--- src/rtl/brm_pkg.sv ---
// ----------------------------------------------------------------------------
// brm_pkg: shared types and constants of the block peak / RMS meter
// Request and result payloads, the job record handed from the accumulator
// to the divide / square-root engine, and the engine state type.
// ----------------------------------------------------------------------------
`default_nettype none

package brm_pkg;

  // field widths
  localparam int SAMPLE_W = 24;
  localparam int CHAN_W   = 6;
  localparam int SQ_W     = 2 * SAMPLE_W;
  localparam int SUM_W    = 64;
  localparam int COUNT_W  = 19;
  localparam int ROOT_W   = SUM_W / 2;

  // sizing of the metering block
  localparam int MAX_BLOCK_SAMPLES = 4096;
  localparam int MAX_CHANNELS      = 64;

  // sample count saturates at the smaller of the block size and the counter range
  localparam longint COUNT_LIMIT_RAW = longint'(MAX_BLOCK_SAMPLES) * longint'(MAX_CHANNELS);
  localparam longint COUNT_RANGE     = (longint'(1) << COUNT_W) - 1;
  localparam logic [COUNT_W-1:0] COUNT_CAP =
    COUNT_W'((COUNT_LIMIT_RAW > COUNT_RANGE) ? COUNT_RANGE : COUNT_LIMIT_RAW);

  // full scale magnitude, also the RMS clamp
  localparam logic [SAMPLE_W-1:0] FULL_SCALE = SAMPLE_W'(1) << (SAMPLE_W - 1);

  // iterative engine step counts
  localparam int STEP_W     = 6;
  localparam int DIV_STEPS  = SUM_W;
  localparam int SQRT_STEPS = ROOT_W;

  // job queue between accumulator and engine
  localparam int QUEUE_AW    = 1;
  localparam int QUEUE_DEPTH = 1 << QUEUE_AW;

  typedef struct packed {
    logic signed [SAMPLE_W-1:0] sample;
    logic [CHAN_W-1:0]          channel;
    logic                       block_end;
  } req_t;

  typedef struct packed {
    logic [SAMPLE_W-1:0] peak_all;
    logic [SAMPLE_W-1:0] rms_level;
    logic [SAMPLE_W-1:0] peak_left;
    logic [SAMPLE_W-1:0] peak_right;
  } res_t;

  // one finished metering block waiting for the engine
  typedef struct packed {
    logic [SAMPLE_W-1:0] peak_all;
    logic [SAMPLE_W-1:0] peak_left;
    logic [SAMPLE_W-1:0] peak_right;
    logic [SUM_W-1:0]    square_sum;
    logic [COUNT_W-1:0]  sample_count;
  } job_t;

  // queue write from the accumulator
  typedef struct packed {
    logic push;
  } qwr_t;

  typedef enum logic [1:0] {
    BK_IDLE,
    BK_DIV,
    BK_SQRT,
    BK_HOLD
  } back_state_t;

endpackage

`default_nettype wire

--- src/rtl/brm_front.sv ---
// ----------------------------------------------------------------------------
// brm_front: sample accumulator
// Takes one sample a cycle unless a block end meets a full queue, tracks
// peaks, sum of squares and count, and hands a job record to the queue on
// the last sample of a block.
`default_nettype none

module brm_front (
  input  wire logic          clk,
  input  wire logic          rst,
  input  wire logic          req_valid,
  output logic               req_ready,
  input  wire brm_pkg::req_t req_data,
  output brm_pkg::qwr_t      qwr,
  input  wire logic          q_full,
  output brm_pkg::job_t      job
);

  logic [brm_pkg::SAMPLE_W-1:0] raw;
  logic [brm_pkg::SAMPLE_W-1:0] mag_in;
  logic [brm_pkg::SQ_W-1:0]     sq_in;

  // stage A: magnitude and square
  logic                         a_valid;
  logic [brm_pkg::SAMPLE_W-1:0] a_mag;
  logic [brm_pkg::SQ_W-1:0]     a_sq;
  logic [brm_pkg::CHAN_W-1:0]   a_chan;
  logic                         a_last;

  // running state
  logic [brm_pkg::SAMPLE_W-1:0] peak;
  logic [brm_pkg::SAMPLE_W-1:0] peak_l;
  logic [brm_pkg::SAMPLE_W-1:0] peak_r;
  logic [brm_pkg::SUM_W-1:0]    sum;
  logic [brm_pkg::COUNT_W-1:0]  count;

  logic [brm_pkg::SAMPLE_W-1:0] peak_next;
  logic [brm_pkg::SAMPLE_W-1:0] peak_l_next;
  logic [brm_pkg::SAMPLE_W-1:0] peak_r_next;
  logic [brm_pkg::SUM_W-1:0]    sum_next;
  logic [brm_pkg::COUNT_W-1:0]  count_next;
  logic [brm_pkg::SUM_W:0]      sum_add;
  logic                         measured;
  logic                         consume;

  // magnitude of the incoming sample; full-scale negative maps to 2^23
  always_comb begin
    raw    = req_data.sample;
    mag_in = raw[brm_pkg::SAMPLE_W-1] ? (~raw + brm_pkg::SAMPLE_W'(1)) : raw;
    sq_in  = {{brm_pkg::SAMPLE_W{1'b0}}, mag_in} * {{brm_pkg::SAMPLE_W{1'b0}}, mag_in};
  end

  // stage A drains unless a block end meets a full queue
  assign req_ready = !a_valid || !(a_last && q_full);
  assign consume   = a_valid && req_ready;

  always_ff @(posedge clk) begin
    if (rst) begin
      a_valid <= 1'b0;
    end else if (req_ready) begin
      a_valid <= req_valid;
    end
  end

  always_ff @(posedge clk) begin
    if (req_ready) begin
      a_mag  <= mag_in;
      a_sq   <= sq_in;
      a_chan <= req_data.channel;
      a_last <= req_data.block_end;
    end
  end

  // accumulate stage A into the running state
  always_comb begin
    measured    = ({1'b0, a_chan} < (brm_pkg::CHAN_W + 1)'(brm_pkg::MAX_CHANNELS));
    peak_next   = peak;
    peak_l_next = peak_l;
    peak_r_next = peak_r;
    sum_next    = sum;
    count_next  = count;
    sum_add     = {1'b0, sum} + (brm_pkg::SUM_W + 1)'(a_sq);
    if (measured) begin
      if (a_mag > peak) begin
        peak_next = a_mag;
      end
      if (a_chan == brm_pkg::CHAN_W'(0) && a_mag > peak_l) begin
        peak_l_next = a_mag;
      end
      if (a_chan == brm_pkg::CHAN_W'(1) && a_mag > peak_r) begin
        peak_r_next = a_mag;
      end
      // saturating sum of squares
      sum_next = sum_add[brm_pkg::SUM_W] ? {brm_pkg::SUM_W{1'b1}}
                                        : sum_add[brm_pkg::SUM_W-1:0];
      if (count < brm_pkg::COUNT_CAP) begin
        count_next = count + brm_pkg::COUNT_W'(1);
      end
    end
  end

  always_ff @(posedge clk) begin
    if (rst) begin
      peak   <= '0;
      peak_l <= '0;
      peak_r <= '0;
      sum    <= '0;
      count  <= '0;
    end else if (consume) begin
      if (a_last) begin
        peak   <= '0;
        peak_l <= '0;
        peak_r <= '0;
        sum    <= '0;
        count  <= '0;
      end else begin
        peak   <= peak_next;
        peak_l <= peak_l_next;
        peak_r <= peak_r_next;
        sum    <= sum_next;
        count  <= count_next;
      end
    end
  end

  // job record for the engine
  always_comb begin
    qwr.push         = consume && a_last;
    job.peak_all     = peak_next;
    job.peak_left    = peak_l_next;
    job.peak_right   = peak_r_next;
    job.square_sum   = sum_next;
    job.sample_count = count_next;
  end

endmodule

`default_nettype wire

--- src/rtl/brm_queue.sv ---
// ----------------------------------------------------------------------------
// brm_queue: short job queue
// Holds finished blocks between the accumulator and the engine so that
// each side stalls on its own.
// ----------------------------------------------------------------------------
`default_nettype none

module brm_queue (
  input  wire logic          clk,
  input  wire logic          rst,
  input  wire brm_pkg::qwr_t qwr,
  input  wire brm_pkg::job_t wr_job,
  output logic               full,
  output logic               rd_valid,
  input  wire logic          rd_pop,
  output brm_pkg::job_t      rd_job
);

  brm_pkg::job_t               slots [brm_pkg::QUEUE_DEPTH];
  logic [brm_pkg::QUEUE_AW-1:0] wr_ptr;
  logic [brm_pkg::QUEUE_AW-1:0] rd_ptr;
  logic [brm_pkg::QUEUE_AW:0]   fill;
  logic                         do_push;
  logic                         do_pop;

  assign full     = (fill == (brm_pkg::QUEUE_AW + 1)'(brm_pkg::QUEUE_DEPTH));
  assign rd_valid = (fill != '0);
  assign rd_job   = slots[rd_ptr];
  assign do_push  = qwr.push && !full;
  assign do_pop   = rd_pop && rd_valid;

  // slot storage
  always_ff @(posedge clk) begin
    if (do_push) begin
      slots[wr_ptr] <= wr_job;
    end
  end

  // pointers and fill level
  always_ff @(posedge clk) begin
    if (rst) begin
      wr_ptr <= '0;
      rd_ptr <= '0;
      fill   <= '0;
    end else begin
      if (do_push) begin
        wr_ptr <= wr_ptr + brm_pkg::QUEUE_AW'(1);
      end
      if (do_pop) begin
        rd_ptr <= rd_ptr + brm_pkg::QUEUE_AW'(1);
      end
      if (do_push && !do_pop) begin
        fill <= fill + (brm_pkg::QUEUE_AW + 1)'(1);
      end else if (do_pop && !do_push) begin
        fill <= fill - (brm_pkg::QUEUE_AW + 1)'(1);
      end
    end
  end

endmodule

`default_nettype wire

--- src/rtl/brm_back.sv ---
// ----------------------------------------------------------------------------
// brm_back: mean and square-root engine
// Divides the sum of squares by a nonzero count one quotient bit a cycle, takes
// the integer square root one result bit a cycle, and holds the result.
// ----------------------------------------------------------------------------
`default_nettype none

module brm_back (
  input  wire logic          clk,
  input  wire logic          rst,
  input  wire logic          job_valid,
  output logic               job_pop,
  input  wire brm_pkg::job_t job,
  output logic               res_valid,
  input  wire logic          res_ready,
  output brm_pkg::res_t      res_data
);

  brm_pkg::back_state_t state;
  brm_pkg::back_state_t state_next;

  logic [brm_pkg::STEP_W-1:0]   step;
  logic [brm_pkg::SUM_W-1:0]    work;     // dividend, then quotient, then radicand
  logic [brm_pkg::COUNT_W-1:0]  divisor;
  logic [brm_pkg::COUNT_W-1:0]  rem_d;
  logic [brm_pkg::ROOT_W+1:0]   rem_s;
  logic [brm_pkg::ROOT_W-1:0]   root;
  logic [brm_pkg::SAMPLE_W-1:0] pk_all;
  logic [brm_pkg::SAMPLE_W-1:0] pk_l;
  logic [brm_pkg::SAMPLE_W-1:0] pk_r;

  logic                         step_last;
  logic                         load_res;
  logic                         empty_job;
  logic [brm_pkg::COUNT_W:0]    div_sh;
  logic                         div_ge;
  logic [brm_pkg::ROOT_W+3:0]   sq_sh;
  logic [brm_pkg::ROOT_W+3:0]   sq_trial;
  logic                         sq_ge;
  logic [brm_pkg::SAMPLE_W-1:0] rms_clamped;

  // next state
  always_comb begin
    state_next = state;
    case (state)
      brm_pkg::BK_IDLE: begin
        if (job_valid) begin
          state_next = empty_job ? brm_pkg::BK_HOLD : brm_pkg::BK_DIV;
        end
      end
      brm_pkg::BK_DIV: begin
        if (step_last) begin
          state_next = brm_pkg::BK_SQRT;
        end
      end
      brm_pkg::BK_SQRT: begin
        if (step_last) begin
          state_next = brm_pkg::BK_HOLD;
        end
      end
      brm_pkg::BK_HOLD: begin
        if (load_res) begin
          state_next = brm_pkg::BK_IDLE;
        end
      end
      default: begin
        state_next = brm_pkg::BK_IDLE;
      end
    endcase
  end

  // control outputs
  always_comb begin
    job_pop   = (state == brm_pkg::BK_IDLE) && job_valid;
    load_res  = (state == brm_pkg::BK_HOLD) && (!res_valid || res_ready);
    step_last = (step == '0);
    empty_job = (job.sample_count == '0);
  end

  // one restoring divide step and one square-root step
  always_comb begin
    div_sh   = {rem_d, work[brm_pkg::SUM_W-1]};
    div_ge   = (div_sh >= {1'b0, divisor});
    sq_sh    = {rem_s, work[brm_pkg::SUM_W-1 -: 2]};
    sq_trial = {2'b00, root, 2'b01};
    sq_ge    = (sq_sh >= sq_trial);
    rms_clamped = (root > brm_pkg::ROOT_W'(brm_pkg::FULL_SCALE))
                ? brm_pkg::FULL_SCALE : root[brm_pkg::SAMPLE_W-1:0];
  end

  always_ff @(posedge clk) begin
    if (rst) begin
      state <= brm_pkg::BK_IDLE;
    end else begin
      state <= state_next;
    end
  end

  // datapath
  always_ff @(posedge clk) begin
    case (state)
      brm_pkg::BK_IDLE: begin
        if (job_valid) begin
          pk_all  <= job.peak_all;
          pk_l    <= job.peak_left;
          pk_r    <= job.peak_right;
          work    <= job.square_sum;
          divisor <= job.sample_count;
          rem_d   <= '0;
          root    <= '0;
          step    <= brm_pkg::STEP_W'(brm_pkg::DIV_STEPS - 1);
        end
      end
      brm_pkg::BK_DIV: begin
        rem_d <= div_ge ? brm_pkg::COUNT_W'(div_sh - {1'b0, divisor})
                        : div_sh[brm_pkg::COUNT_W-1:0];
        work  <= {work[brm_pkg::SUM_W-2:0], div_ge};
        if (step_last) begin
          rem_s <= '0;
          step  <= brm_pkg::STEP_W'(brm_pkg::SQRT_STEPS - 1);
        end else begin
          step  <= step - brm_pkg::STEP_W'(1);
        end
      end
      brm_pkg::BK_SQRT: begin
        rem_s <= sq_ge ? (brm_pkg::ROOT_W + 2)'(sq_sh - sq_trial)
                       : sq_sh[brm_pkg::ROOT_W+1:0];
        root  <= {root[brm_pkg::ROOT_W-2:0], sq_ge};
        work  <= {work[brm_pkg::SUM_W-3:0], 2'b00};
        step  <= step - brm_pkg::STEP_W'(1);
      end
      default: begin
      end
    endcase
  end

  // result register
  always_ff @(posedge clk) begin
    if (rst) begin
      res_valid <= 1'b0;
    end else if (load_res) begin
      res_valid <= 1'b1;
    end else if (res_ready) begin
      res_valid <= 1'b0;
    end
  end

  always_ff @(posedge clk) begin
    if (load_res) begin
      res_data.peak_all   <= pk_all;
      res_data.rms_level  <= rms_clamped;
      res_data.peak_left  <= pk_l;
      res_data.peak_right <= pk_r;
    end
  end

endmodule

`default_nettype wire

--- src/rtl/block_peak_rms_meter.sv ---
// ----------------------------------------------------------------------------
// block_peak_rms_meter: block peak and RMS level meter
// Tracks overall, left and right peaks and the mean square of a sample
// block, and reports peaks and floor RMS once the engine is through with it.
// ----------------------------------------------------------------------------
//
//   channel  valid      ready      payload   moves
//   request  req_valid  req_ready  req_data  one sample, channel, block end
//   result   res_valid  res_ready  res_data  peaks and RMS of one block
//
// Samples are taken one per cycle; the accumulator has a two-stage path.
// Each block end costs the engine 64 divide steps, 32 square-root steps and
// its load and hold states. The two-entry job queue lets sampling go on
// while the engine works; samples stall only when a block end finds the
// queue full. Reset clears all running state, the queue and the result
// valid flag; no clearing pass is needed.
`default_nettype none

module block_peak_rms_meter (
  input  wire logic          clk,
  input  wire logic          rst,
  input  wire logic          req_valid,
  output logic               req_ready,
  input  wire brm_pkg::req_t req_data,
  output logic               res_valid,
  input  wire logic          res_ready,
  output brm_pkg::res_t      res_data
);

  brm_pkg::qwr_t qwr;
  brm_pkg::job_t wr_job;
  brm_pkg::job_t rd_job;
  logic          q_full;
  logic          rd_valid;
  logic          rd_pop;

  brm_front u_front (
    .clk       (clk),
    .rst       (rst),
    .req_valid (req_valid),
    .req_ready (req_ready),
    .req_data  (req_data),
    .qwr       (qwr),
    .q_full    (q_full),
    .job       (wr_job)
  );

  brm_queue u_queue (
    .clk      (clk),
    .rst      (rst),
    .qwr      (qwr),
    .wr_job   (wr_job),
    .full     (q_full),
    .rd_valid (rd_valid),
    .rd_pop   (rd_pop),
    .rd_job   (rd_job)
  );

  brm_back u_back (
    .clk       (clk),
    .rst       (rst),
    .job_valid (rd_valid),
    .job_pop   (rd_pop),
    .job       (rd_job),
    .res_valid (res_valid),
    .res_ready (res_ready),
    .res_data  (res_data)
  );

endmodule

`default_nettype wire
--- config.mk ---
export PLATFORM = sky130hd
export DESIGN_NAME = block_peak_rms_meter
export DESIGN_NICKNAME = d
export VERILOG_FILES = /design/src/rtl/brm_pkg.sv /design/src/rtl/brm_front.sv /design/src/rtl/brm_queue.sv /design/src/rtl/brm_back.sv /design/src/rtl/block_peak_rms_meter.sv
export SDC_FILE = /design/constraint.sdc
export NUM_CORES = 2
export LEC_CHECK = 0
export BUFFER_PORTS_ARGS = -buffer_cell sky130_fd_sc_hd__buf_2
export CAP_MARGIN = 20
export CORE_UTILIZATION = 45
export CTS_CLUSTER_DIAMETER = 120
export DETAILED_ROUTE_END_ITERATION = 10
export HOLD_SLACK_MARGIN = 0.02
export PLACE_DENSITY = 0.64
export SLEW_MARGIN = 10
export SYNTH_ARGS = -nofsm -noshare
export SYNTH_HDL_FRONTEND = slang
export SYNTH_SLANG_ARGS = --single-unit
--- constraint.sdc ---
create_clock -name clk -period 11.5 [get_ports clk]
set_clock_uncertainty 0.1 [all_clocks]
set_input_delay 2.3 -clock clk [delete_from_list [all_inputs] [get_ports clk]]
set_output_delay 2.3 -clock clk [all_outputs]
set_load 0.005 [all_outputs]
### After elaboration in Yosys (flattened, before gate mapping)

Memories as Yosys holds them, arrays and structs flattened. A register that Yosys moved wholly into a read port is not among the register bits.
Cells that the tools add are included.
W data, S select, Z words.

| word-level totals | value |
|---|---|
| memories kept | 1 |
| bits of input ports | 35 |
| output and inout port bits | 98 |
| bits in latches | 0 |
| flip-flop bits (word level) | 584 |
| memory bits (writable) | 310 |
| word-level logic and storage cells | 131 |
| memory bits (read-only) | 0 |

Memories:

| memory | depth | width | rd ports | clocked after memory_dff | write ports | RTL line | source |
|---|---|---|---|---|---|---|---|
| u_queue.slots | 2 | 155 | 1 | 1 | 1 | brm_queue.sv:19 | `brm_pkg::job_t slots [brm_pkg::QUEUE_DEPTH];` |

| cells by class | value |
|---|---|
| divide/modulo/power cells | 0 |
| equality and inequality tests | 9 |
| add/sub/neg operators | 10 |
| multipliers | 1 |
| magnitude comparators | 7 |
| bitwise operators | 1 |
| multiplexer cells | 38 |
| reductions and logical operators | 36 |
| shift operators | 0 |

Operators with widths:

| operator | number |
|---|---|
| $mux W64 | 3 |
| $pmux W64 S3 | 1 |
| $mux W24 | 7 |
| $mux W19 | 4 |
| $gt A24 B24 Y1 | 3 |
| $mux W34 | 2 |
| $pmux W34 S2 | 1 |
| $add A64 B48 Y65 | 1 |
| $pmux W32 S2 | 1 |
| $mul A24 B24 Y48 | 1 |
| $pmux W19 S2 | 1 |
| $ge A36 B34 Y1 | 1 |
| $sub A34 B34 Y34 | 1 |
| $gt A32 B24 Y1 const B | 1 |
| $mux W32 | 1 |
| $add A24 B1 Y24 const B | 1 |
| $not A24 Y24 | 1 |
| $ge A20 B19 Y1 | 1 |
| $add A19 B1 Y19 const B | 1 |
| $logic_not A19 Y1 | 1 |
| $lt A19 B19 Y1 const B | 1 |
| $sub A19 B19 Y19 | 1 |
| $pmux W6 S3 | 1 |
| $mux W2 | 7 |
| other kinds (20) | 58 |

### Depth between registers and ports, before layout

| logic depth | value |
|---|---|
| depth after elaboration | 11 |
| mapped depth | 37 |
| depth with buffers taken out | 34 |

### Cells and area by module

From an unflattened synthesis, not the netlist that was laid out.

| second synthesis, totals | value |
|---|---|
| cell total of the unflattened synthesis | 5182 |
| area total of the unflattened synthesis | 57762.9 um2 |

Modules (own cells, without submodules):

| module | instances | sequential area each (um2) | cells each | area an instance (um2) |
|---|---|---|---|---|
| brm_front | 1 | 5435.2 | 3359 | 30247.8 |
| brm_back | 1 | 10329.9 | 1316 | 16056.6 |
| brm_queue | 1 | 9409.0 | 507 | 11458.5 |

### Worst setup path after synthesis

No wires, ideal clock.

| timing path | value |
|---|---|
| path kind | register to register |
| start | reg u_front.a_last |
| end | mem u_queue.slots[0][0] (netlist bit), enable pin |
| cell stages (with the launch flop) | 4 |
| data required time | 10.540 ns |
| setup slack | -0.627 ns |
| path buffers | 1 |
| period minus slack after synthesis | 12.127 ns |
| setup time | 0.860 ns |
| arrival | 11.166 ns |
| cell sequence | edfxtp_1 clkbuf_1 nand2_1 nor3_1 |

| on the way | value |
|---|---|
| cells in the longest elaborated chain, start to end | 8 |

RTL lines:

| what | RTL line | source |
|---|---|---|
| start, declared | brm_front.sv:28 | `logic a_last;` |
| start signal, assigned | brm_front.sv:70 | `a_last <= req_data.block_end;` |
| $logic_and A1 B1 Y1 | brm_front.sv:54 | `assign req_ready = !a_valid \|\| !(a_last && q_full);` |
| $logic_not A1 Y1 | brm_front.sv:54 |  |
| $logic_or A1 B1 Y1 | brm_front.sv:54 |  |
| $logic_and A1 B1 Y1 | brm_front.sv:55 | `assign consume = a_valid && req_ready;` |
| $logic_and A1 B1 Y1 (*) | brm_front.sv:128 | `qwr.push = consume && a_last;` |
| $logic_and A1 B1 Y1 (*) | brm_queue.sv:29 | `assign do_push = qwr.push && !full;` |
| $mux W1 (*) | brm_queue.sv:34 | `if (do_push) begin` |
| $mux W1 (implied by the code) (*) | brm_queue.sv:35 | `slots[wr_ptr] <= wr_job;` |
| end, declared | brm_queue.sv:19 |  |

Every way passes the cells marked *; elsewhere a longest branch is shown, timed or not.

### Final worst setup path

| timing path | value |
|---|---|
| start | in req_data[13] (netlist bit) |
| end | reg u_front.a_sq[44] (netlist bit), data pin |

| on the way | value |
|---|---|
| cells in the longest elaborated chain, start to end | 4 |

RTL lines:

| what | RTL line | source |
|---|---|---|
| start, declared | block_peak_rms_meter.sv:24 | `input wire brm_pkg::req_t req_data,` |
| $not A24 Y24 | brm_front.sv:49 | `mag_in = raw[brm_pkg::SAMPLE_W-1] ? (~raw + brm_pkg::SAMPLE_W'(1)) : raw;` |
| $add A24 B1 Y24 | brm_front.sv:49 |  |
| $mux W24 (*) | brm_front.sv:49 |  |
| $mul A24 B24 Y48 (*) | brm_front.sv:50 | `sq_in = {{brm_pkg::SAMPLE_W{1'b0}}, mag_in} * {{brm_pkg::SAMPLE_W{1'b0}}, mag_in};` |
| via u_front.sq_in (one bit) | brm_front.sv:21 | `logic [brm_pkg::SQ_W-1:0] sq_in;` |
| end signal, assigned | brm_front.sv:68 | `a_sq <= sq_in;` |
| end, declared | brm_front.sv:26 | `logic [brm_pkg::SQ_W-1:0] a_sq;` |

The timed path passes the listed nets; every way through them passes the cells marked *.
A chain may end at the register's enable or synchronous reset.

==> qor.txt <==
number of library cell types mapped by synthesis - 81
post-route cell area - 0.0634 sq mm
Worst EP arrival - 11,480 ps
Die Height - 358 um
WP depth - 31
post-synth top area share - 38.4%
cells after synthesis - 5,087
Reg2Reg Depth - 13
post-CTS repair timing setup buffer count - 0
Ys Warns - 0
clk sinks - 893
hold buffers post-CTS - 0
gpl congestion - 0.920
Hold Vio Cnt, Final - 0
Top delay family on crit path - adder cells
CP max-delay cell - fa_1
drt total wl - 130 mm
mean post-synth cell area - 11.2 sq um
met1 Usage GRT - 27.4%
CTS buffer count - 94
drt pass-1 iters - 6
Iter 0 DRT Violations - 2,447
met2 Usage GRT - 34.0%
H-tree lvl count - 3
GR peak layer - met2
fin crit share - 97.3%
R2R setup slack - 6690 ps
outcome - completed
share of layout cells above drive strength 1 - 10.7%
hold_sp - u_back.pk_r[22]
Synth area leader - edfxtp_1
max-cap viol count - 0
CP required - 11,790 ps
n_diodes - 0
Root Buffer - clkbuf_16
Starting Density - 45.4%
Hold Crit Class - register to register
main area contributors after synthesis - edfxtp_1 (38%), fa_1 (15%), ha_1 (7.8%)
NumNets Final - 6,077
RSZ-0062 raised after global routing - no
Synth Flop Type - edfxtp_1
number of port buffers - 132
FF-to-FF End - u_front.sum[53]
latest clock arrival within the worst-skew pair - 680 ps
EDFF count, synth - 729
first-pass GRT wire length - 204 mm
largest net degree at the start of global routing - 98
post-route ant nets - 0
DR vias - 37.3k
Die W - 358 um
crit path launch type - input pin
die area - 0.128 sq mm
Critical Path End - u_front.a_sq[44]
Seq/Total Area, Yosys - 44.2%
Buf+Inv Stages, Crit Path - 7
wire per inst - 18.5 um
flops & latches, synth - 893
clk slew on worst S/H paths - 60 ps
Critical Setup Path Class - input pin to register
Worst-Margin Slew - 1100 ps
GRT Residual Overflow - 0
Ports - 133
hpwl dp - 96.5 mm
clk buf depth - 3
R2R Path Start - u_front.a_sq[0]
antenna violations before repair - 1
site row count - 130
highest clock rate - 89.4 MHz
Worst Path Max Fanout - 6
max-slew violation count - 0
Total GRT Usage - 20.2%
asr flop ratio synth - 0%
CTS tree - done
vias per cell - 5.33
vias in the first global route - 37.3k
synthesized cell area - 0.0570 sq mm
Post-DP Area - 0.0601 sq mm
post-cts resize count - 0
Post-synth top cells - inv_1 (737), edfxtp_1 (729), fa_1 (431)
Remaining DRCs - 0
worst hold slack - 316 ps
most frequent CP cell - fa_1
P&R area growth vs syn - 11.2%
fin crit period - 11,190 ps
max_slew headroom - 26.4%
final setup violation count - 0
Max stage delay on crit path - 560 ps
count leader, synth - inv_1
Crit. End Element - register
total core area - 0.126 sq mm
met3 Usage GRT - 2.24%
worst setup path start - req_data[13]
## worst reg2reg max path: cells and delay by family (launching register included)
kind            cells  cell delay [ps]
compound gates      7             1940
simple gates        3             1250
flops               1              540
fa+ha+maj           2              510
buf+inv             1              350
## worst min-delay path by stage
stage / endpoint / slack (ps) / depth (start not counted)
floorplan: u_back.res_data[0] / 300 / 0
global route: u_back.res_data[21] / 320 / 0
CTS: u_back.res_data[22] / 320 / 0
finish: u_back.res_data[22] / 320 / 0
global placement: u_back.res_data[45] / 300 / 0
detailed placement: u_back.res_data[28] / 300 / 0
## layout by cell type, fill, tap and decap left out, types with 37 or more instances in the layout
cell / n
buf_2: 132
clkbuf_16: 99
a22oi_1: 78
a22o_1: 129
o21ai_0: 189
and2_1: 41
dfxtp_1: 163
a211oi_1: 81
a21o_1: 140
fa_1: 431
mux2_2: 98
a21oi_1: 232
xor2_1: 78
nand2_1: 369
inv_1: 736
buf_4: 129
nor2_1: 299
nor2b_1: 98
edfxtp_1: 729
ha_1: 350
nand4_1: 44
xnor2_1: 102
and3_1: 37
nand3_1: 69
nor3_1: 38
## sequential cells by signal, summed over array words and instances (netlist names), 23 cells and up, named ones only
register and count:
u_back.rem_s 34, u_front.a_mag 23, u_back.pk_r 24, u_front.peak_l 24
u_front.a_sq 47, u_front.peak_r 24, u_front.peak 24, u_back.work 64
u_back.pk_l 24, u_back.root 32, u_back.res_data 96, u_queue.slots 310
u_back.pk_all 24, u_front.sum 64
## metrics by stage
step	util [%]	setup slack, ps	setup TNS, ps	cells
floorplan	-	427	0	5104
global placement	47.9	-186	-768	6808
detailed placement	47.9	-259	-1210	6808
CTS	50.4	431	0	6985
global route	50.5	115	0	6989
finish	50.5	314	0	6989
## layer usage
metal / vias up / part of all wire (%)
li1: 17900 / -
met1: 18300 / 45
met2: 862 / 48
met3: 185 / 4.2
met4: 0 / 2.6
met5: - / 0
## final cells by class
type | count | area [sq um]
sequential | 893 | 25200
clock inverter | 39 | 404
inverter | 752 | 2820
timing repair buffer | 266 | 1710
tap | 1650 | 2060
multi-input combinational | 3251 | 28400
clock buffer | 138 | 2760
fill | 11100 | 62200
## kinds of logic after synthesis
logic type      Yosys count  share of synthesized area, %
flops                   893                          44.2
simple gates           1112                          9.15
buf+inv                 960                          6.39
compound gates         1022                          12.0
other cells               2                        0.0132
mux                     128                          2.46
xor+xnor                186                          2.92
fa+ha+maj               784                          22.9
Power is left out: the tool's default activity adds up to more than one toggle a clock period on the data nets, which glitch-free logic cannot reach.
